[config.mk]
export PLATFORM = sky130hd
export DESIGN_NAME = onc_div
export DESIGN_NICKNAME = d
export VERILOG_FILES = /design/src/rtl/onc_pkg.sv /design/src/rtl/onc_div.sv
export SDC_FILE = /design/constraint.sdc
export NUM_CORES = 2
export LEC_CHECK = 0
export BUFFER_PORTS_ARGS = -buffer_cell sky130_fd_sc_hd__buf_2
export CORE_UTILIZATION = 45
export CTS_BUF_LIST = sky130_fd_sc_hd__clkbuf_16
export DETAILED_ROUTE_END_ITERATION = 10
export PLACE_DENSITY = 0.65
export SETUP_SLACK_MARGIN = 0.5
export SYNTH_ARGS = -nofsm -noshare
export SYNTH_HDL_FRONTEND = slang
export SYNTH_SLANG_ARGS = --single-unit
[constraint.sdc]
create_clock -name i_clk -period 8.9 [get_ports i_clk]
set_input_delay 0.445 -clock i_clk [delete_from_list [all_inputs] [get_ports i_clk]]
set_output_delay 0.445 -clock i_clk [all_outputs]
set_load 0.01 [all_outputs]
[src/rtl/onc_pkg.sv]
`default_nettype none

package onc_pkg;

    // fixed point format and port widths
    localparam int FRAC_BITS = 15;
    localparam int IN_W      = 16;
    localparam int OUT_W     = 16;

    // magnitude of a 16-bit signed value, and a sum of three of them
    localparam int MAG_W = IN_W;
    localparam int S_W   = MAG_W + 1;

    // squared length and its root
    localparam int LEN_W     = 2 * MAG_W;
    localparam int ROOT_W    = LEN_W / 2;
    localparam int SQ_STEPS  = 2;
    localparam int SQ_STAGES = ROOT_W / SQ_STEPS;
    localparam int SQ_REM_W  = ROOT_W + 2;

    // divider: numerator below twice the divisor, so FRAC_BITS + 1 quotient bits
    localparam int NUM_LANES  = 3;
    localparam int DIV_W      = S_W;
    localparam int QB         = FRAC_BITS + 1;
    localparam int DIV_STEPS  = 2;
    localparam int DIV_STAGES = QB / DIV_STEPS;
    localparam int DIV_REM_W  = DIV_W + 1;
    localparam int QR_W       = QB + 1;

    localparam int LANE_X = 0;
    localparam int LANE_Y = 1;
    localparam int LANE_Z = 2;

    localparam int FRONT_STAGES = 4;
    localparam int BACK_STAGES  = 2;
    localparam int LATENCY      = FRONT_STAGES + SQ_STAGES + DIV_STAGES + BACK_STAGES;

    localparam logic [S_W-1:0]  ONE_S = S_W'(2 ** FRAC_BITS);
    localparam logic [QR_W-1:0] ONE_Q = QR_W'(2 ** FRAC_BITS);

    localparam logic FUNC_ENCODE = 1'b0;
    localparam logic FUNC_DECODE = 1'b1;

    typedef struct packed {
        logic func;
        logic neg_x;
        logic neg_y;
        logic neg_z;
        logic fold;
    } t_ctl;

    typedef struct packed {
        t_ctl             ctl;
        logic [MAG_W-1:0] mag_x;
        logic [MAG_W-1:0] mag_y;
        logic [MAG_W-1:0] mag_z;
        logic [S_W-1:0]   sum;
    } t_side;

endpackage

`default_nettype wire

[src/rtl/onc_div.sv]
`default_nettype none

module onc_div import onc_pkg::*; (
    input  logic                 i_clk,
    input  logic                 i_rst_n,
    input  logic                 i_valid,
    input  logic [DIV_W-1:0]     i_den,
    input  logic [MAG_W-1:0]     i_num [NUM_LANES],
    input  t_ctl                 i_ctl,
    output logic                 o_valid,
    output logic [DIV_W-1:0]     o_den,
    output logic [QB-1:0]        o_quo [NUM_LANES],
    output logic [DIV_REM_W-1:0] o_rem [NUM_LANES],
    output t_ctl                 o_ctl
);

    logic                 r_valid [DIV_STAGES];
    logic [DIV_W-1:0]     r_den   [DIV_STAGES];
    logic [DIV_REM_W-1:0] r_rem   [DIV_STAGES][NUM_LANES];
    logic [QB-1:0]        r_quo   [DIV_STAGES][NUM_LANES];
    t_ctl                 r_ctl   [DIV_STAGES];

    for (genvar g = 0; g < DIV_STAGES; g++) begin : g_stage
        logic                 s_valid;
        logic [DIV_W-1:0]     s_den;
        logic [DIV_REM_W-1:0] s_rem [NUM_LANES];
        logic [QB-1:0]        s_quo [NUM_LANES];
        t_ctl                 s_ctl;
        logic [DIV_REM_W-1:0] c_rem [NUM_LANES];
        logic [QB-1:0]        c_quo [NUM_LANES];

        if (g == 0) begin : g_first
            always_comb begin
                s_valid = i_valid;
                s_den   = i_den;
                s_ctl   = i_ctl;
                for (int l = 0; l < NUM_LANES; l++) begin
                    s_rem[l] = DIV_REM_W'(i_num[l]);
                    s_quo[l] = '0;
                end
            end
        end else begin : g_next
            always_comb begin
                s_valid = r_valid[g-1];
                s_den   = r_den[g-1];
                s_ctl   = r_ctl[g-1];
                s_rem   = r_rem[g-1];
                s_quo   = r_quo[g-1];
            end
        end

        // restoring steps; the remainder is kept doubled for the next bit
        always_comb begin
            logic [DIV_REM_W-1:0] rem;
            logic [QB-1:0]        quo;
            for (int l = 0; l < NUM_LANES; l++) begin
                rem = s_rem[l];
                quo = s_quo[l];
                for (int k = 0; k < DIV_STEPS; k++) begin
                    if (rem >= {1'b0, s_den}) begin
                        rem = rem - {1'b0, s_den};
                        quo = {quo[QB-2:0], 1'b1};
                    end else begin
                        quo = {quo[QB-2:0], 1'b0};
                    end
                    rem = {rem[DIV_REM_W-2:0], 1'b0};
                end
                c_rem[l] = rem;
                c_quo[l] = quo;
            end
        end

        always_ff @(posedge i_clk) begin
            if (!i_rst_n) begin
                r_valid[g] <= 1'b0;
            end else begin
                r_valid[g] <= s_valid;
            end
        end

        always_ff @(posedge i_clk) begin
            r_den[g] <= s_den;
            r_ctl[g] <= s_ctl;
            r_rem[g] <= c_rem;
            r_quo[g] <= c_quo;
        end
    end

    assign o_valid = r_valid[DIV_STAGES-1];
    assign o_den   = r_den[DIV_STAGES-1];
    assign o_ctl   = r_ctl[DIV_STAGES-1];
    assign o_quo   = r_quo[DIV_STAGES-1];
    assign o_rem   = r_rem[DIV_STAGES-1];

endmodule

`default_nettype wire

==> results.toml <==
[cts]
postCtsResizedCells = 0
cts_root_buffer = "sky130_fd_sc_hd__clkbuf_16"
worst_setup_hold_path_clk_slew_ns = 0.06
ctsHoldBuffers = 25
cts_setup_buffers = 0
tritoncts_clock_tree = "built"
clock_path_buffers = 3
cts_buffers = 95
cts_max_level = 3
clock_sink_count = 808
clk-insertion-delay-late_ns = 0.72

[route]
dr.pass1.iters = 7
via_count = 52200
ant_nets = 0
vias_per_cell = 5.78
dr.first_iter.drc_count = 3551
detail_route.wirelength_um = 179000
remaining_drc_errors = 0
avgRoutedWirePerCell_um = 19.9

[synth]
synth_top_cell_area_share_pct = 26.7
ys_async_sr_fraction_pct = 0
postSynthCellCount = 6923
synthesis_stage_register_bit_count = 808
synth.lib_cells_used.distinct = 100
synth_top_flop_cell = "sky130_fd_sc_hd__dfxtp_1"
netlist_area_sq_um = 60500
post_synth.cell_area_avg_sq_um = 8.74
post_synth_edffs = 0
yosysWarnings = 0
synth.largest_area_cell = "sky130_fd_sc_hd__dfxtp_1"
yosys-top-cells-area = "sky130_fd_sc_hd__dfxtp_1, sky130_fd_sc_hd__ha_1, sky130_fd_sc_hd__mux2_2, sky130_fd_sc_hd__xnor2_1, sky130_fd_sc_hd__a21oi_1"
yosysSeqAreaShare_pct = 26.7

[floorplan]
design.die.area_sq_um = 136000
dieWidth_um = 369
design.portCount = 198
floorplan.initialDensity_pct = 45.4
core_region_area_sq_um = 133000
row_count = 134
floorplan.die.height_um = 369

[final_layout]
filler_cells_inserted = 12700
area_added_between_synthesis_and_finish_pct = 11.0
insertedDiodeCount = 0
mostFrequentLayoutCells = "sky130_fd_sc_hd__dfxtp_1, sky130_fd_sc_hd__ha_1, sky130_fd_sc_hd__a21oi_1"
layout.nets = 8069
final_common_cell = "sky130_fd_sc_hd__dfxtp_1"
drive_above_1_share_pct = 13.0

[setup_path]
critical_path_required_ns = 9.49
arrival_ns = 7.94
critical_path.startpoint = "r_den[0][34]$_DFF_P_"
worst_r2r_endpoint = "r_rem[0][166]$_DFF_P_"
timing.setup.critical_path_class = "flip-flop to flip-flop"
worstSetupStartpointType = "flip-flop"
r2r_cells = 19
regToRegStartpoint = "r_den[0][34]$_DFF_P_"
ff2ff_setup_slack_ns = 1.54
critical_path.endpoint_type = "flip-flop"
worstPathMaxFanout = 22

[global_routing]
wire_length_of_the_first_global_routing_pass_um = 276000
grt_pass1_vias = 49700
globalRouteOverflowTotal = 0
groute.usage.overall_pct = 25.6
antenna_found_initial = 3
grt_start_max_net_pins = 34

[hold_path]
worst_hold_path.endpoint = "r_rem[0][50]$_DFF_P_"
hold_start = "i_num[47]"
worst_hold_path_type = "input pin to flip-flop"
worst_hold_path.num_cells = 3

[placed_design]
place_congestion = 0.985
place.detailed.hpwl_um = 141000
io_buffer_count = 194

[sta]
period_needed_ns = 7.36
fmax_ghz = 0.136
worst_hold_slack_ns = 0.0684
timing.setup.tns_ns = 0
slew_viol_final = 0
timing.slew.headroom_pct = 18.2
maximum_clock_skew_at_final_layout_ns = 0.0241
finalHoldViolations = 0
rsz_0062_raised_after_global_routing = "false"
setup_viol = 0
finalCritPeriodShare_pct = 82.7
timing_worst_slew_pin_value_ns = 1.23

[status]
result_of_the_run = "complete, no violations"

[run]
drv.max_cap_violation_count = 0
-- layout make-up --
cell class	instances	area (sq um)	area share, %
inverters	349	1310	1.95
repair buffers	270	1600	2.39
clock buffers	96	2400	3.58
clock inverters	80	808	1.20
flip-flops and latches	808	16200	24.1
well taps	1768	2210	3.29
multi-input cells	5653	42700	63.5
-- state kept, by name (all words and copies together), names as in the netlist --
register / count
r_ctl: 40
r_quo: 216
r_den: 136
r_rem: 408
r_valid: 8
-- critical path: stages (launching register included) --
cell and delay [ns]:
sky130_fd_sc_hd__dfxtp_1 0.72, sky130_fd_sc_hd__inv_1 0.17, sky130_fd_sc_hd__fa_1 0.51, sky130_fd_sc_hd__a211oi_1 0.31
sky130_fd_sc_hd__o21ai_0 0.16, sky130_fd_sc_hd__a21oi_1 0.35, sky130_fd_sc_hd__o211ai_1 0.13, sky130_fd_sc_hd__a22o_1 0.21
sky130_fd_sc_hd__a211o_1 0.60, sky130_fd_sc_hd__mux2_2 0.42, sky130_fd_sc_hd__ha_1 0.34, sky130_fd_sc_hd__and3_1 0.20
sky130_fd_sc_hd__a221oi_1 0.44, sky130_fd_sc_hd__a21oi_1 0.17, sky130_fd_sc_hd__o41ai_1 0.65, sky130_fd_sc_hd__nor3_1 0.15
sky130_fd_sc_hd__o22a_1 0.23, sky130_fd_sc_hd__a21oi_2 0.37, sky130_fd_sc_hd__and2_1 0.66, sky130_fd_sc_hd__mux2_2 0.41
-- layer usage --
metal	vias to the layer above	wire length [um]	track usage [%]
met2	1440	82900	42.8
met4	0	7830	10.7
met1	24500	79100	32.9
li1	25900	-	-
met5	-	0	0
met3	358	9700	3.41
-- worst max-delay path by stage --
stage	endpoint	slack [ns]	cells after the start
2_1_floorplan	r_rem[0][158]$_DFF_P_	2.66	22
3_3_place_gp	r_rem[0][169]$_DFF_P_	1.88	19
3_5_place_dp	r_rem[0][158]$_DFF_P_	1.68	19
4_1_cts	r_rem[0][166]$_DFF_P_	1.63	19
5_1_grt	r_rem[0][166]$_DFF_P_	1.11	19
6_report	r_rem[0][166]$_DFF_P_	1.54	19
-- through the flow --
step | instances | area, sq um | util, % | worst slack [ns]
floorplan | 6925 | 60500 | - | 2.66
global route | 9024 | 67200 | 50.3 | 1.11
detailed placement | 8823 | 63700 | 47.8 | 1.68
finish | 9024 | 67200 | 50.3 | 1.54
global placement | 8823 | 63700 | 47.8 | 1.88
CTS | 9024 | 67200 | 50.3 | 1.63
-- synthesized netlist by cell type (all sizes together), types with 32 or more instances --
master,n
dfxtp,808
ha,792
a21oi,572
nand2,483
nor2,468
xnor2,451
mux2,441
o21ai,431
inv,346
a21o,258
xor2,193
nor3,132
o21a,126
nand3,111
o21bai,94
clkbuf,86
nor2b,83
nand4,81
nand2b,71
o31ai,65
a211oi,60
a31oi,58
and3,53
and2,51
o211ai,41
or3,37
or2,34
a21boi,32
-- cells by family (layout without fill, tap and decap cells) --
group | Yosys count | after routing | share of synthesized area, %
AO/OA/AOI/OAI | 2023 | 2023 | 21.7
AND/OR/NAND/NOR | 1703 | 1703 | 13.5
adder cells (fa/ha/maj) | 819 | 819 | 17.3
flip-flops | 808 | 808 | 26.7
XOR/XNOR | 644 | 644 | 9.32
buffers and inverters | 464 | 795 | 2.95
multiplexers | 461 | 461 | 8.59
other | 1 | 3 | 0.00620
Power is not shown: default switching activity piles up to over one toggle a cycle in this logic, so the estimate is an artifact.
