File: src/rtl/onc_pkg.sv
`default_nettype none

package onc_pkg;

    // fixed point format and port widths
    localparam int FRAC_BITS = 15;
    localparam int IN_W      = 16;
    localparam int OUT_W     = 16;

    // magnitude of a 16-bit signed value, and a sum of three of them
    localparam int MAG_W = IN_W;
    localparam int S_W   = MAG_W + 1;

    // squared length and its root
    localparam int LEN_W     = 2 * MAG_W;
    localparam int ROOT_W    = LEN_W / 2;
    localparam int SQ_STEPS  = 2;
    localparam int SQ_STAGES = ROOT_W / SQ_STEPS;
    localparam int SQ_REM_W  = ROOT_W + 2;

    // divider: numerator below twice the divisor, so FRAC_BITS + 1 quotient bits
    localparam int NUM_LANES  = 3;
    localparam int DIV_W      = S_W;
    localparam int QB         = FRAC_BITS + 1;
    localparam int DIV_STEPS  = 2;
    localparam int DIV_STAGES = QB / DIV_STEPS;
    localparam int DIV_REM_W  = DIV_W + 1;
    localparam int QR_W       = QB + 1;

    localparam int LANE_X = 0;
    localparam int LANE_Y = 1;
    localparam int LANE_Z = 2;

    localparam int FRONT_STAGES = 4;
    localparam int BACK_STAGES  = 2;
    localparam int LATENCY      = FRONT_STAGES + SQ_STAGES + DIV_STAGES + BACK_STAGES;

    localparam logic [S_W-1:0]  ONE_S = S_W'(2 ** FRAC_BITS);
    localparam logic [QR_W-1:0] ONE_Q = QR_W'(2 ** FRAC_BITS);

    localparam logic FUNC_ENCODE = 1'b0;
    localparam logic FUNC_DECODE = 1'b1;

    typedef struct packed {
        logic func;
        logic neg_x;
        logic neg_y;
        logic neg_z;
        logic fold;
    } t_ctl;

    typedef struct packed {
        t_ctl             ctl;
        logic [MAG_W-1:0] mag_x;
        logic [MAG_W-1:0] mag_y;
        logic [MAG_W-1:0] mag_z;
        logic [S_W-1:0]   sum;
    } t_side;

endpackage

`default_nettype wire

File: src/rtl/onc_front.sv
`default_nettype none

module onc_front import onc_pkg::*; (
    input  logic                   i_clk,
    input  logic                   i_rst_n,
    input  logic                   i_valid,
    input  logic                   i_func,
    input  logic signed [IN_W-1:0] i_x,
    input  logic signed [IN_W-1:0] i_y,
    input  logic signed [IN_W-1:0] i_z,
    output logic                   o_valid,
    output t_side                  o_side,
    output logic [LEN_W-1:0]       o_len2
);

    // stage 1: magnitudes and signs
    logic             r_v1, r_func1, r_sx, r_sy, r_sz;
    logic [MAG_W-1:0] r_ax, r_ay, r_az;
    logic [MAG_W-1:0] n_ax, n_ay, n_az;

    // stage 2: l1 norm, rebuilt z and unfold
    logic             r_v2;
    t_side            r_side2;
    t_side            n_side2;
    logic [S_W-1:0]   n_t, n_sum;
    logic             n_vzneg;
    logic [MAG_W-1:0] n_vzmag, n_ux, n_uy;

    // stage 3: squares
    logic             r_v3;
    t_side            r_side3;
    logic [LEN_W-1:0] r_sq_x, r_sq_y, r_sq_z;

    // stage 4: squared length
    logic             r_v4;
    t_side            r_side4;
    logic [LEN_W-1:0] r_len2;

    always_comb begin
        n_ax = i_x[IN_W-1] ? MAG_W'(-i_x) : MAG_W'(i_x);
        n_ay = i_y[IN_W-1] ? MAG_W'(-i_y) : MAG_W'(i_y);
        n_az = i_z[IN_W-1] ? MAG_W'(-i_z) : MAG_W'(i_z);
    end

    always_comb begin
        n_t     = {1'b0, r_ax} + {1'b0, r_ay};
        n_sum   = n_t + {1'b0, r_az};
        n_vzneg = n_t > ONE_S;
        n_vzmag = n_vzneg ? MAG_W'(n_t - ONE_S) : MAG_W'(ONE_S - n_t);
        n_ux    = MAG_W'(ONE_S - {1'b0, r_ay});
        n_uy    = MAG_W'(ONE_S - {1'b0, r_ax});

        n_side2           = '0;
        n_side2.ctl.func  = r_func1;
        n_side2.ctl.neg_x = r_sx;
        n_side2.ctl.neg_y = r_sy;
        n_side2.sum       = n_sum;
        unique case (r_func1)
            FUNC_ENCODE: begin
                // fold when z <= 0
                n_side2.ctl.fold = r_sz | (r_az == '0);
                n_side2.mag_x    = r_ax;
                n_side2.mag_y    = r_ay;
                n_side2.mag_z    = '0;
            end
            FUNC_DECODE: begin
                // unfold from the original code when z < 0
                n_side2.ctl.neg_z = n_vzneg;
                n_side2.mag_x     = n_vzneg ? n_ux : r_ax;
                n_side2.mag_y     = n_vzneg ? n_uy : r_ay;
                n_side2.mag_z     = n_vzmag;
            end
            default: begin
                n_side2.mag_x = r_ax;
                n_side2.mag_y = r_ay;
            end
        endcase
    end

    always_ff @(posedge i_clk) begin
        if (!i_rst_n) begin
            r_v1 <= 1'b0;
            r_v2 <= 1'b0;
            r_v3 <= 1'b0;
            r_v4 <= 1'b0;
        end else begin
            r_v1 <= i_valid;
            r_v2 <= r_v1;
            r_v3 <= r_v2;
            r_v4 <= r_v3;
        end
    end

    always_ff @(posedge i_clk) begin
        r_func1 <= i_func;
        r_sx    <= i_x[IN_W-1];
        r_sy    <= i_y[IN_W-1];
        r_sz    <= i_z[IN_W-1];
        r_ax    <= n_ax;
        r_ay    <= n_ay;
        r_az    <= n_az;

        r_side2 <= n_side2;

        r_side3 <= r_side2;
        r_sq_x  <= LEN_W'(r_side2.mag_x) * LEN_W'(r_side2.mag_x);
        r_sq_y  <= LEN_W'(r_side2.mag_y) * LEN_W'(r_side2.mag_y);
        r_sq_z  <= LEN_W'(r_side2.mag_z) * LEN_W'(r_side2.mag_z);

        r_side4 <= r_side3;
        r_len2  <= r_sq_x + r_sq_y + r_sq_z;
    end

    assign o_valid = r_v4;
    assign o_side  = r_side4;
    assign o_len2  = r_len2;

endmodule

`default_nettype wire

File: config.mk
export PLATFORM = sky130hd
export DESIGN_NAME = onc_front
export DESIGN_NICKNAME = d
export VERILOG_FILES = /design/src/rtl/onc_pkg.sv /design/src/rtl/onc_front.sv
export SDC_FILE = /design/constraint.sdc
export NUM_CORES = 2
export LEC_CHECK = 0
export BUFFER_PORTS_ARGS = -buffer_cell sky130_fd_sc_hd__buf_2
export CORE_ASPECT_RATIO = 1.2
export CORE_MARGIN = 5
export CORE_UTILIZATION = 53
export CTS_CLUSTER_SIZE = 10
export DETAILED_ROUTE_END_ITERATION = 16
export PLACE_DENSITY = 0.78
export SKIP_CTS_REPAIR_TIMING = 1
export SLEW_MARGIN = 20
export SYNTH_ARGS = -nofsm -noshare
export SYNTH_HDL_FRONTEND = slang
export SYNTH_SLANG_ARGS = --single-unit
File: constraint.sdc
create_clock -name i_clk -period 6.3 [get_ports i_clk]
set_clock_uncertainty 0.15 [all_clocks]
set_input_delay 0.63 -clock i_clk [delete_from_list [all_inputs] [get_ports i_clk]]
set_output_delay 0.63 -clock i_clk [all_outputs]
set_load 0.005 [all_outputs]
==> impl_metrics.json <==
{
  "status": "complete, no violations",
  "startpoint_type": "flop",
  "setup_viol": 0,
  "fill_cells": 5163,
  "cp-end-kind": "flop",
  "clkTransAtPathRegs_ps": 50,
  "timing.fmax_mhz": 162,
  "yosysSeqAreaShare_pct": 22.2,
  "ant_nets": 0,
  "slew_headroom_pct": 34.5,
  "core.rowCount": 103,
  "cp_max_fo": 4,
  "tightestPinTransition_ps": 976,
  "synth_area_per_cell_sq_um": 9.59,
  "drive_above_1_share_pct": 14.7,
  "worstPathArrival_ps": 6500,
  "dpl-instance-area_sq_um": 38100,
  "dieArea_sq_um": 71200,
  "use_met1_pct": 28.5,
  "wirelength_mm": 84.1,
  "fin_crit_ps": 6160,
  "netlist.area_leader.share_pct": 29.7,
  "port_buffers": 154,
  "via_per_inst": 5.28,
  "drc": 0,
  "drt_iter0_markers": 1475,
  "startpoint": "r_side2[42]",
  "cts_buffers": 47,
  "crit_type": "flop to flop",
  "synthTopCellsByArea": "fa_1, dfxtp_1, ha_1, inv_1, xnor2_1",
  "grt_max_degree": 55,
  "grtUsageTotal_pct": 23.7,
  "endpoint": "r_sq_y[29]",
  "yosys-top-cells-count": "inv_1, fa_1, dfxtp_1, ha_1, nand2_1",
  "clk_path_buf_depth": 3,
  "synth_edf_count": 0,
  "yosys_warnings": 0,
  "busiest_layer": "met2",
  "syn_inst": 3644,
  "vias": 25667,
  "dieHeight_um": 291,
  "yosys.area.top_type": "fa_1",
  "grt.met3_usage_pct": 3.09,
  "synth_cell_types": 69,
  "first_pass_iters": 7,
  "yosysMostFrequentCell": "inv_1",
  "grt_pass1_wl_mm": 136,
  "antenna_found_initial": 1,
  "start_util_pct": 53.3,
  "async_flop_share_pct": 0,
  "met2_usage_pct": 42.7,
  "clock_latency_ps": 630,
  "r2r_end": "r_sq_y[29]",
  "cap_violations": 0,
  "ys.flop_type": "dfxtp_1",
  "fin_area_sq_um": 40300,
  "min_path_type": "input pin to flop",
  "synthToLayoutAreaGrowth_pct": 15.4,
  "cts_tree": "built",
  "die_x_um": 244,
  "netlist_area_sq_um": 35000,
  "drv_slew": 0,
  "gp_congestion": 0.984,
  "final_util_pct": 61.5,
  "post-dp-hpwl_mm": 69.2,
  "cts_num_sinks": 388,
  "yosys_register_bits": 388,
  "reg2reg_from": "r_side2[42]",
  "io_pins": 155,
  "finalSetupTns_ps": 0,
  "worstRegToRegCells": 23,
  "reg2reg_slack_ps": 140,
  "period_share_pct": 97.8,
  "root_buffer": "clkbuf_16",
  "coreArea_sq_um": 65600,
  "overflow": 0,
  "worstPathRequired_ps": 6630,
  "wl_per_cell_um": 17.3,
  "cts_max_level": 2,
  "final_hold_viol_count": 0,
  "final_nets": 4945,
  "grt_pass1_vias": 27461
}
[metrics by stage]
stage	hold WS [ps]	setup slack [ps]	std cells
global route	19.1	-73.2	4858
finish	47.4	137	4859
CTS	-72.8	-269	4844
floorplan	160	3.59	3646
detailed placement	162	-235	4780
global placement	160	-160	4780
[worst min path at each step]
| stage | startpoint | end | slack, ps | cells past startpoint |
|---|---|---|---|---|
| 3_3_place_gp | r_side3[57] | o_side[57] | 160 | 0 |
| 5_1_grt | i_z[14] | r_az[15] | 20 | 2 |
| 6_report | i_z[14] | r_az[15] | 50 | 2 |
| 2_1_floorplan | r_side3[0] | o_side[0] | 160 | 0 |
| 3_5_place_dp | r_side2[8] | r_side3[8] | 160 | 0 |
| 4_1_cts | i_func | r_func1 | -70 | 1 |
[cells in the final DEF (no fill, tap or decap), types with 11 or more instances in the layout]
| cell | n |
|---|---|
| inv_1 | 789 |
| fa_1 | 512 |
| ha_1 | 359 |
| dfxtp_1 | 348 |
| nand2_1 | 338 |
| buf_4 | 202 |
| buf_2 | 154 |
| xnor2_1 | 153 |
| and2_1 | 125 |
| nor2_1 | 118 |
| o21ai_0 | 103 |
| a21oi_1 | 95 |
| xor2_1 | 66 |
| a21o_1 | 52 |
| clkbuf_16 | 47 |
| nor3_1 | 40 |
| nand3_1 | 36 |
| nand2b_1 | 30 |
| a211oi_1 | 24 |
| or3_1 | 24 |
| nor2b_1 | 22 |
| dfxtp_2 | 20 |
| dfxtp_4 | 20 |
| and3_1 | 18 |
| o31ai_1 | 17 |
| buf_6 | 16 |
| o21bai_1 | 15 |
| o21a_1 | 15 |
| nor4_1 | 13 |
| or2_2 | 12 |
| a31o_2 | 11 |
| a21oi_2 | 11 |
| ha_4 | 11 |
[flip-flops by register name, indices dropped and copies added, names as in the netlist]
name,cells
o_valid,1
o_side,70
r_v1,1
r_func1,1
r_sz,1
r_sq_y,31
r_az,16
r_sx,1
r_sq_z,31
r_ay,16
o_len2,32
r_sy,1
r_v3,1
r_v2,1
r_sq_x,31
r_side3,67
r_ax,16
r_side2,70
[cell type report]
| type | count | area, sq um | share of cell area [%] |
|---|---|---|---|
| well taps | 840 | 1050 | 2.61 |
| clock inverters | 10 | 200 | 0.496 |
| inverters | 790 | 2970 | 7.35 |
| clock buffers | 54 | 1210 | 3.01 |
| flip-flops and latches | 388 | 7870 | 19.5 |
| repair buffers | 379 | 2560 | 6.35 |
| diodes | 1 | 2.50 | 0.00620 |
| multi-input cells | 2397 | 24500 | 60.7 |
[critical path: stages (launching register included)]
cell and delay, ps:
dfxtp_4 360, and2_1 180, fa_1 560, inv_1 60, fa_1 540, inv_1 50, fa_1 460, fa_1 510
fa_1 490, inv_1 50, fa_1 470, inv_1 40, ha_1 300, a21oi_2 170, nor2b_1 70, o21ai_1 170
o311ai_1 130, buf_4 170, a21oi_2 160, a21oi_1 80, buf_4 170, o211a_4 260, o21a_1 190, o211a_1 230
[kinds of logic after synthesis]
kind of cell    synth area share (%)
other cells                   0.0107
simple gates                    11.6
xor+xnor                        5.49
fa+ha+maj                       43.0
compound gates                  8.15
buf+inv                         9.28
flops                           22.2
mux                            0.218
[routing by layer]
metal	routed length (um)	vias up
li1	-	12093
met4	4110	2
met1	33200	12571
met2	42500	749
met5	13	-
met3	4230	252
Power is not shown: default switching activity piles up to over one toggle a cycle in this logic, so the estimate is an artifact.
