`config.mk`:
```
export PLATFORM = sky130hd
export DESIGN_NAME = onc_sqrt
export DESIGN_NICKNAME = d
export VERILOG_FILES = /design/src/rtl/onc_pkg.sv /design/src/rtl/onc_sqrt.sv
export SDC_FILE = /design/constraint.sdc
export NUM_CORES = 1
export LEC_CHECK = 0
export ABC_AREA = 1
export BUFFER_PORTS_ARGS = -buffer_cell sky130_fd_sc_hd__clkbuf_2
export CAP_MARGIN = 0
export CORE_MARGIN = 3
export CORE_UTILIZATION = 35
export DETAILED_ROUTE_END_ITERATION = 12
export PLACE_DENSITY = 0.57
export SYNTH_ARGS = -nofsm -noshare
export SYNTH_HDL_FRONTEND = slang
export SYNTH_SLANG_ARGS = --single-unit
```
`constraint.sdc`:
```
create_clock -name i_clk -period 7.4 [get_ports i_clk]
set_clock_uncertainty 0.2 [all_clocks]
set_input_delay 2.22 -clock i_clk [delete_from_list [all_inputs] [get_ports i_clk]]
set_output_delay 2.22 -clock i_clk [all_outputs]
set_load 0.01 [all_outputs]
```
`src/rtl/onc_pkg.sv`:
```
`default_nettype none

package onc_pkg;

    // fixed point format and port widths
    localparam int FRAC_BITS = 15;
    localparam int IN_W      = 16;
    localparam int OUT_W     = 16;

    // magnitude of a 16-bit signed value, and a sum of three of them
    localparam int MAG_W = IN_W;
    localparam int S_W   = MAG_W + 1;

    // squared length and its root
    localparam int LEN_W     = 2 * MAG_W;
    localparam int ROOT_W    = LEN_W / 2;
    localparam int SQ_STEPS  = 2;
    localparam int SQ_STAGES = ROOT_W / SQ_STEPS;
    localparam int SQ_REM_W  = ROOT_W + 2;

    // divider: numerator below twice the divisor, so FRAC_BITS + 1 quotient bits
    localparam int NUM_LANES  = 3;
    localparam int DIV_W      = S_W;
    localparam int QB         = FRAC_BITS + 1;
    localparam int DIV_STEPS  = 2;
    localparam int DIV_STAGES = QB / DIV_STEPS;
    localparam int DIV_REM_W  = DIV_W + 1;
    localparam int QR_W       = QB + 1;

    localparam int LANE_X = 0;
    localparam int LANE_Y = 1;
    localparam int LANE_Z = 2;

    localparam int FRONT_STAGES = 4;
    localparam int BACK_STAGES  = 2;
    localparam int LATENCY      = FRONT_STAGES + SQ_STAGES + DIV_STAGES + BACK_STAGES;

    localparam logic [S_W-1:0]  ONE_S = S_W'(2 ** FRAC_BITS);
    localparam logic [QR_W-1:0] ONE_Q = QR_W'(2 ** FRAC_BITS);

    localparam logic FUNC_ENCODE = 1'b0;
    localparam logic FUNC_DECODE = 1'b1;

    typedef struct packed {
        logic func;
        logic neg_x;
        logic neg_y;
        logic neg_z;
        logic fold;
    } t_ctl;

    typedef struct packed {
        t_ctl             ctl;
        logic [MAG_W-1:0] mag_x;
        logic [MAG_W-1:0] mag_y;
        logic [MAG_W-1:0] mag_z;
        logic [S_W-1:0]   sum;
    } t_side;

endpackage

`default_nettype wire

```
`src/rtl/onc_sqrt.sv`:
```
`default_nettype none

module onc_sqrt import onc_pkg::*; (
    input  logic              i_clk,
    input  logic              i_rst_n,
    input  logic              i_valid,
    input  logic [LEN_W-1:0]  i_rad,
    input  t_side             i_side,
    output logic              o_valid,
    output logic [ROOT_W-1:0] o_root,
    output t_side             o_side
);

    logic                r_valid [SQ_STAGES];
    logic [SQ_REM_W-1:0] r_rem   [SQ_STAGES];
    logic [ROOT_W-1:0]   r_root  [SQ_STAGES];
    logic [LEN_W-1:0]    r_rad   [SQ_STAGES];
    t_side               r_side  [SQ_STAGES];

    for (genvar g = 0; g < SQ_STAGES; g++) begin : g_stage
        logic                s_valid;
        logic [SQ_REM_W-1:0] s_rem;
        logic [ROOT_W-1:0]   s_root;
        logic [LEN_W-1:0]    s_rad;
        t_side               s_side;
        logic [SQ_REM_W-1:0] c_rem;
        logic [ROOT_W-1:0]   c_root;
        logic [LEN_W-1:0]    c_rad;

        if (g == 0) begin : g_first
            assign s_valid = i_valid;
            assign s_rem   = '0;
            assign s_root  = '0;
            assign s_rad   = i_rad;
            assign s_side  = i_side;
        end else begin : g_next
            assign s_valid = r_valid[g-1];
            assign s_rem   = r_rem[g-1];
            assign s_root  = r_root[g-1];
            assign s_rad   = r_rad[g-1];
            assign s_side  = r_side[g-1];
        end

        // two digit steps: bring down two radicand bits, try 4*root+1
        always_comb begin
            logic [SQ_REM_W+1:0] rem_sh;
            logic [SQ_REM_W-1:0] trial;
            c_rem  = s_rem;
            c_root = s_root;
            c_rad  = s_rad;
            for (int k = 0; k < SQ_STEPS; k++) begin
                rem_sh = {c_rem, c_rad[LEN_W-1 -: 2]};
                trial  = {c_root, 2'b01};
                if (rem_sh >= {2'b00, trial}) begin
                    c_rem  = SQ_REM_W'(rem_sh - {2'b00, trial});
                    c_root = {c_root[ROOT_W-2:0], 1'b1};
                end else begin
                    c_rem  = SQ_REM_W'(rem_sh);
                    c_root = {c_root[ROOT_W-2:0], 1'b0};
                end
                c_rad = {c_rad[LEN_W-3:0], 2'b00};
            end
        end

        always_ff @(posedge i_clk) begin
            if (!i_rst_n) begin
                r_valid[g] <= 1'b0;
            end else begin
                r_valid[g] <= s_valid;
            end
        end

        always_ff @(posedge i_clk) begin
            r_rem[g]  <= c_rem;
            r_root[g] <= c_root;
            r_rad[g]  <= c_rad;
            r_side[g] <= s_side;
        end
    end

    assign o_valid = r_valid[SQ_STAGES-1];
    assign o_root  = r_root[SQ_STAGES-1];
    assign o_side  = r_side[SQ_STAGES-1];

endmodule

`default_nettype wire

```
==> PnR_summary.wiki, run 1 <==
{| class="wikitable"
! Metric !! Value
|-
| Ys async rst share || 0%
|-
| Setup slack of the worst register-to-register path || 2.71 ns
|-
| Crit path largest cell delay || 0.55 ns
|-
| Standard-cell rows || 107
|-
| Final worst path period need || 4.69 ns
|-
| Antenna violations before repair || 2
|-
| Sequential share of the synthesized area || 57.6%
|-
| Outcome || finished, final reports clean
|-
| Number of enable flip-flop cells after synthesis || 0
|-
| Congestion Overflow GR || 0
|-
| Largest driver fanout on the critical path || 23
|-
| Pin count of the biggest net entering global routing || 24
|-
| Residual DRC count || 0
|-
| CTS Buf Count || 89
|-
| Final critical-path share of the clock period || 63.3%
|-
| Initial Utilization || 35.4%
|-
| Endpoints failing hold || 0
|-
| Cell type with the highest aggregate area in the netlist || sky130_fd_sc_hd__dfxtp_1
|-
| Remaining antenna violation count after routing || 0
|-
| Crit path kind || flop to flop
|-
| Hold-fix buffer count after cts || 0
|-
| TritonCTS sink count || 870
|-
| Clock Root Buffer || sky130_fd_sc_hd__clkbuf_16
|-
| Gates resized, CTS repair || 0
|-
| Critical path capture point || r_rem[6][3]$_DFF_P_
|-
| Cell breakdown of the critical path || inv_1 -> ha_1 -> inv_1 -> nand3_1 -> nand2_1 -> nand2_1 -> nand2_1 -> nand3_1 -> nand2_2 -> inv_1 -> nand2_1 -> o21ai_0 -> ha_1 -> nand2_1 -> nor2_1 -> nand4_1 -> o21ai_0 -> inv_1 -> nor2_1 -> nor2_1 -> nand2_2 -> inv_2 -> nand2_1 -> nand2_1
|-
| Number of gates on the worst path with buffers counted || 24
|-
| RSZ-0062 raised after global routing || no
|-
| Number of global-route vias before repair || 20,283
|-
| Worst max-slew margin expressed relative to the limit || 50.6%
|-
| Area of combinational cells with multiple inputs || 11,000 um^2
|-
| Critical path startpoint || r_rad[5][26]$_DFF_P_
|-
| Area taken by flip-flops and latches || 17,400 um^2
|-
| Worst path most repeated cell || sky130_fd_sc_hd__nand2_1
|-
| Reg-to-Reg End || r_rem[6][3]$_DFF_P_
|-
| Cell at the slowest stage of the critical path || sky130_fd_sc_hd__dfxtp_1
|-
| Global-route total usage across every layer || 14.6%
|-
| Number of cells on the worst reg-to-reg path || 24
|-
| Post-DP HPWL || 51,300 um
|-
| Data required time of the worst path || 7.76 ns
|-
| Main synth FF type || sky130_fd_sc_hd__dfxtp_1
|-
| Sort of element at the end of the critical path || flop
|-
| Launching element type of the critical path || flop
|-
| Weighted congestion reported at the end of routability-driven placement || 0.881
|-
| Data arrival time of the critical path || 5.04 ns
|-
| Overall die area || 89,900 um^2
|-
| Number of placed I/O pins || 192
|-
| Iter 0 DRT Violations || 1,260
|-
| Final setup violation count || 0
|-
| Cell area after technology mapping || 30,200 um^2
|-
| Number of buffers added for setup after CTS || 0
|-
| Setup TNS || 0 ns
|-
| Worst Hold Margin || 0.0842 ns
|-
| Routed length per instance || 13.6 um
|-
| Worst Path Buf+Inv || 5
|-
| DR vias || 21,562
|-
| Global-route wire length before repair || 105,000 um
|-
| Buffers from clock root to sink, at most || 3
|-
| Die Span X || 300 um
|-
| Count of filler cells inserted in the layout || 8,578
|-
| Family with the most delay on the worst path || simple AND/OR/NAND/NOR gates
|-
| Net count reported at finish || 3,911
|-
| Worst-Margin Slew || 0.739 ns
|-
| Clock-pin slew reported for the worst setup and hold paths after clock tree synthesis || 0.06 ns
|-
| Depth of the CTS H-tree || 3
|-
| Max Clk Rate || 213 MHz
|-
| Clock tree from TritonCTS || yes
|-
| Number of standard cells after synthesis || 3,405
|-
| Final-report max-slew violation count || 0
|-
| Max IR drop VDD || 0.000257 V
|-
| Yosys Warn Count || 0
|-
| Average vias per placed instance || 4.42
|-
| Average footprint of a synthesized cell || 8.88 um^2
|-
| Buffers on Ports || 191
|-
| Height of the die || 300 um
|-
| Latest clock arrival within the worst-skew pair || 0.67 ns
|-
| Leakage power figure || 0.0176 uW
|-
| Largest cells by area after synthesis || sky130_fd_sc_hd__dfxtp_1 58%, sky130_fd_sc_hd__nand2_1 11%, sky130_fd_sc_hd__ha_1 6.2%, sky130_fd_sc_hd__inv_1 5.0%, sky130_fd_sc_hd__nand3_1 3.8%
|-
| Max-cap viol count || 0
|-
| Ratio of cells with drive above 1 in the final layout || 12.0%
|-
| Startpoint of the lowest-slack register-to-register path || r_rad[5][26]$_DFF_P_
|-
| Core ar. || 85,400 um^2
|-
| Total of flip-flops plus latches after synthesis || 870
|-
| Area overhead of the layout relative to synthesis || 17.8%
|-
| Sum of routed wire length over all layers || 66,300 um
|-
| Areal power density over the cells || 363 nW/um^2
|-
| Area share of the largest cell type after synthesis || 57.6%
|-
| Path class of the lowest-slack min-delay path || flop to flop
|-
| Distinct cells, synth || 56
|-
| Detailed-router iteration count before antenna repair || 8
|}
## state kept, by name (all words and copies together), names as in the netlist
register,cells
r_rem,118
r_rad,112
r_valid,8
r_side,560
r_root,72
## synthesized netlist by cell type, types with 3 or more instances
cell type and instances:
sky130_fd_sc_hd__dfxtp_1 870, sky130_fd_sc_hd__nand2_1 851, sky130_fd_sc_hd__inv_1 400, sky130_fd_sc_hd__nor2_1 244, sky130_fd_sc_hd__nand3_1 230, sky130_fd_sc_hd__a21oi_1 151, sky130_fd_sc_hd__ha_1 149, sky130_fd_sc_hd__o21ai_0 109
sky130_fd_sc_hd__xor2_1 69, sky130_fd_sc_hd__nand4_1 48, sky130_fd_sc_hd__nor3_1 34, sky130_fd_sc_hd__xnor2_1 29, sky130_fd_sc_hd__inv_2 20, sky130_fd_sc_hd__nand2_2 18, sky130_fd_sc_hd__nor2_2 15, sky130_fd_sc_hd__or2_2 13
sky130_fd_sc_hd__clkbuf_1 11, sky130_fd_sc_hd__nor2_4 10, sky130_fd_sc_hd__o21bai_1 10, sky130_fd_sc_hd__a21o_1 9, sky130_fd_sc_hd__buf_6 9, sky130_fd_sc_hd__o21ai_1 9, sky130_fd_sc_hd__a31oi_1 8, sky130_fd_sc_hd__nand3_2 8
sky130_fd_sc_hd__nand3b_1 8, sky130_fd_sc_hd__o21a_1 7, sky130_fd_sc_hd__buf_2 6, sky130_fd_sc_hd__a21boi_0 5, sky130_fd_sc_hd__o211ai_1 5, sky130_fd_sc_hd__clkinv_1 4, sky130_fd_sc_hd__o21ai_2 4, sky130_fd_sc_hd__a21oi_2 3
sky130_fd_sc_hd__a22oi_1 3, sky130_fd_sc_hd__and3_1 3, sky130_fd_sc_hd__buf_1 3, sky130_fd_sc_hd__nor3_2 3, sky130_fd_sc_hd__nor4_1 3
## final cells by class
type | count | area share, %
sequential | 870 | 48.9
timing repair buffer | 191 | 2.68
antenna | 1 | 0.00703
clock buffer | 116 | 7.02
clock inverter | 46 | 1.92
multi-input combinational | 2080 | 30.9
inverter | 425 | 4.49
tap | 1144 | 4.02
## worst min-delay path by stage
stage                            from                      to  depth (start not counted)
3_5_place_dp    r_side[1][91]$_DFF_P_  r_side[1][161]$_DFF_P_                          0
6_report        r_side[1][87]$_DFF_P_  r_side[1][157]$_DFF_P_                          0
3_3_place_gp   r_side[1][207]$_DFF_P_  r_side[1][277]$_DFF_P_                          0
5_1_grt         r_side[1][87]$_DFF_P_  r_side[1][157]$_DFF_P_                          0
2_1_floorplan     r_rad[0][6]$_DFF_P_    r_rad[1][10]$_DFF_P_                          0
4_1_cts         r_side[1][87]$_DFF_P_  r_side[1][157]$_DFF_P_                          0
## routing by layer
metal / global-route usage, % / vias to the layer above / part of all wire [%]
met5: 0 / - / 0.22
met4: 5.78 / 4 / 2.9
met3: 3.28 / 113 / 5.7
met2: 23.0 / 484 / 44
met1: 19.5 / 9622 / 47
li1: - / 11339 / -
## report_power, final
part	leakage, uW	switching [uW]	internal, uW
sequential	0.00732	262	5150
clock	0.00153	1900	2780
combinational	0.00872	1880	961
## kinds of logic (layout without fill, tap and decap cells)
family                   after synthesis  in the layout  share of synthesized area [%]
AND/OR/NAND/NOR                     1498           1498                           21.3
flip-flops                           870            870                           57.6
other                                  1              3                         0.0124
AO/OA/AOI/OAI                        333            333                           6.10
buffers and inverters                456            778                           5.94
adder cells (fa/ha/maj)              149            149                           6.17
XOR/XNOR                              98             98                           2.84
## per-stage QoR
step / util [%] / power (uW) / instance area [um^2] / setup slack, ns / cells
after floorplan: - / 7570 / 30200 / 3.67 / 3406
after global placement: 38.0 / 8320 / 32400 / 2.82 / 4710
after detailed placement: 38.0 / 8330 / 32400 / 2.75 / 4710
after CTS: 41.7 / 13100 / 35600 / 2.72 / 4872
after global routing: 41.7 / 13800 / 35600 / 2.22 / 4872
final: 41.7 / 12900 / 35600 / 2.71 / 4873
## cell usage in the layout (no fill, tap or decap), types with 9 or more instances in the layout
cell type / n
sky130_fd_sc_hd__a21o_1: 9
sky130_fd_sc_hd__a21oi_1: 151
sky130_fd_sc_hd__bufinv_16: 10
sky130_fd_sc_hd__clkbuf_1: 10
sky130_fd_sc_hd__clkbuf_16: 89
sky130_fd_sc_hd__clkbuf_2: 191
sky130_fd_sc_hd__clkbuf_8: 17
sky130_fd_sc_hd__clkinv_2: 10
sky130_fd_sc_hd__clkinvlp_4: 9
sky130_fd_sc_hd__dfxtp_1: 870
sky130_fd_sc_hd__ha_1: 149
sky130_fd_sc_hd__inv_1: 400
sky130_fd_sc_hd__inv_2: 20
sky130_fd_sc_hd__nand2_1: 851
sky130_fd_sc_hd__nand2_2: 18
sky130_fd_sc_hd__nand3_1: 230
sky130_fd_sc_hd__nand4_1: 48
sky130_fd_sc_hd__nor2_1: 244
sky130_fd_sc_hd__nor2_2: 15
sky130_fd_sc_hd__nor2_4: 10
sky130_fd_sc_hd__nor3_1: 34
sky130_fd_sc_hd__o21ai_0: 109
sky130_fd_sc_hd__o21ai_1: 9
sky130_fd_sc_hd__o21bai_1: 10
sky130_fd_sc_hd__or2_2: 13
sky130_fd_sc_hd__xnor2_1: 29
sky130_fd_sc_hd__xor2_1: 69
Power figures use the tool's default switching activity.
==> run 2, diff against run 1 <==
Clock period 7.4 ns to 4.4 ns, I/O delays scaled along.
==> PnR_summary.wiki, run 2 (synthesis gave the netlist of run 1 again) <==
{| class="wikitable"
! Metric !! Value
|-
| Outcome || finished, final reports clean
|-
| Biggest register || r_side
|-
| Commonest non-fill, non-tap cell in the layout || sky130_fd_sc_hd__dfxtp_1
|-
| Congestion Overflow GR || 0
|-
| Pin count of the biggest net entering global routing || 20
|-
| Startpoint of the lowest-slack register-to-register path || r_root[1][9]$_DFF_P_
|-
| Sort of element at the end of the critical path || flop
|-
| Max-cap viol count || 0
|-
| Max IR drop VDD || 0.000336 V
|-
| Post-DP HPWL || 52,500 um
|-
| Non-Filler Cell Area, Final || 35,900 um^2
|-
| Iter 0 DRT Violations || 1,272
|-
| DR vias || 21,705
|-
| Number of flip-flops under the largest register name || 560
|-
| Setup TNS || 0 ns
|-
| Clock tree from TritonCTS || yes
|-
| Routed length per instance || 13.8 um
|-
| Final critical-path share of the clock period || 93.6%
|-
| Ratio of cells with drive above 1 in the final layout || 13.0%
|-
| Net count reported at finish || 3,943
|-
| Largest registers || r_side x560, r_rem x118, r_rad x112
|-
| Final worst path period need || 4.12 ns
|-
| Average vias per placed instance || 4.42
|-
| Launching element type of the critical path || flop
|-
| Critical path startpoint || r_root[1][9]$_DFF_P_
|-
| Crit path kind || flop to flop
|-
| TritonCTS sink count || 870
|-
| Depth of the CTS H-tree || 3
|-
| Data arrival time of the critical path || 4.51 ns
|-
| Worst-Margin Slew || 0.633 ns
|-
| Number of placed I/O pins || 192
|-
| Hold-fix buffer count after cts || 0
|-
| Clock-pin slew reported for the worst setup and hold paths after clock tree synthesis || 0.06 ns
|-
| Clock Root Buffer || sky130_fd_sc_hd__clkbuf_16
|-
| Sum of routed wire length over all layers || 67,700 um
|-
| Global-route total usage across every layer || 15.0%
|-
| Antenna violations before repair || 4
|-
| Commonest cells after routing, fill and taps aside || 869 x sky130_fd_sc_hd__dfxtp_1, 850 x sky130_fd_sc_hd__nand2_1, 399 x sky130_fd_sc_hd__inv_1
|-
| Areal power density over the cells || 608 nW/um^2
|-
| Die Span X || 300 um
|-
| Detailed-router iteration count before antenna repair || 5
|-
| Global-route wire length before repair || 108,000 um
|-
| Buffers from clock root to sink, at most || 3
|-
| Power after layout || 21,900 uW
|-
| CTS Buf Count || 88
|-
| Number of global-route vias before repair || 20,452
|-
| Residual DRC count || 0
|-
| Initial Utilization || 35.4%
|-
| Final-report max-slew violation count || 0
|-
| Min-delay src || r_side[0][270]$_DFF_P_
|-
| Latest clock arrival within the worst-skew pair || 0.65 ns
|-
| Placed cell area || 32,600 um^2
|-
| Buffers on Ports || 191
|-
| Height of the die || 300 um
|-
| Remaining antenna violation count after routing || 0
|-
| Placed cells || 4,730
|-
| Weighted congestion reported at the end of routability-driven placement || 0.892
|-
| Endpoints failing hold || 0
|-
| Final non-filler cell total || 4,906
|-
| Standard-cell rows || 107
|-
| Max Clk Rate || 243 MHz
|-
| Overall die area || 89,900 um^2
|-
| Path class of the lowest-slack min-delay path || flop to flop
|-
| Worst max-slew margin expressed relative to the limit || 57.4%
|-
| Leakage power figure || 0.0177 uW
|-
| Final setup violation count || 0
|-
| Core ar. || 85,400 um^2
|-
| Area overhead of the layout relative to synthesis || 18.9%
|-
| Data required time of the worst path || 4.79 ns
|-
| Largest driver fanout on the critical path || 12
|-
| Count of filler cells inserted in the layout || 8,535
|}
run 2: changes by cell type in the layout (fill, tap and decap cells not counted), sizes merged:
cell | previous run | this run
buf | 0 | 33
bufinv | 10 | 9
clkbuf | 307 | 310
clkinv | 24 | 25
clkinvlp | 9 | 8
inv | 428 | 426
run 2: final cells by class:
class	count	area [um^2]	share of cell area (%)
timing repair buffer	224	1230	3.42
tap	1144	1430	3.98
inverter	425	1610	4.47
sequential	870	17400	48.5
antenna	1	2.50	0.00696
clock inverter	43	622	1.73
clock buffer	119	2570	7.15
multi-input combinational	2080	11100	30.8
run 2: metal layers:
layer	routed length, um	track usage (%)
met1	32000	20.1
met2	30000	23.7
met3	3820	3.23
met4	1920	5.39
met5	13	0
run 2: through the flow:
| stage | hold WS (ns) | utilization, % | setup slack, ns |
|---|---|---|---|
| 2_1_floorplan | 0.110 | - | 0.673 |
| 3_3_place_gp | 0.110 | 38.1 | -0.0188 |
| 3_5_place_dp | 0.112 | 38.1 | -0.0331 |
| 4_1_cts | 0.119 | 41.9 | 0.00674 |
| 5_1_grt | 0.116 | 42.1 | -0.00800 |
| 6_report | 0.111 | 42.1 | 0.281 |
run 2: power by group:
group | internal, uW | leakage, uW | switching [uW] | total (uW)
clock network | 4700 | 0.00155 | 3170 | 7870
registers | 8660 | 0.00732 | 454 | 9110
logic | 1660 | 0.00888 | 3220 | 4870
run 2: critical path, cell delays in order (launching register included):
cell and delay, ns:
sky130_fd_sc_hd__dfxtp_1 0.44, sky130_fd_sc_hd__inv_1 0.12, sky130_fd_sc_hd__ha_1 0.38, sky130_fd_sc_hd__nand2_1 0.11, sky130_fd_sc_hd__nor2_1 0.19, sky130_fd_sc_hd__nand2_1 0.12
sky130_fd_sc_hd__nor2_4 0.15, sky130_fd_sc_hd__nor3_4 0.07, sky130_fd_sc_hd__buf_12 0.14, sky130_fd_sc_hd__o21ai_0 0.36, sky130_fd_sc_hd__ha_1 0.38, sky130_fd_sc_hd__a21oi_1 0.24
sky130_fd_sc_hd__o21ai_0 0.14, sky130_fd_sc_hd__a21oi_1 0.15, sky130_fd_sc_hd__nand2_1 0.13, sky130_fd_sc_hd__nand2_1 0.10, sky130_fd_sc_hd__nand2_1 0.09, sky130_fd_sc_hd__nor2_4 0.21
sky130_fd_sc_hd__buf_4 0.19, sky130_fd_sc_hd__nand2_1 0.05, sky130_fd_sc_hd__nand2_1 0.12
run 2: worst paths after layout:
check | endpoint | slack [ns] | cells past startpoint
worst max-delay path | r_rem[5][7]$_DFF_P_ | 0.28 | 20
worst min register to register | r_side[1][60]$_DFF_P_ | 0.11 | 0
worst max register to register | r_rem[5][7]$_DFF_P_ | 0.28 | 20
worst min-delay path | r_side[1][60]$_DFF_P_ | 0.11 | 0
run 2: what timing repair did:
| item | 4_1_cts | 5_1_grt |
|---|---|---|
| buffers inserted | 0 | 13 |
| pin swaps | 1 | 5 |
| endpoints found under the setup margin | 1 | 51 |
| gates resized for setup | 0 | 18 |
| hold endpoints to repair | 0 | 0 |
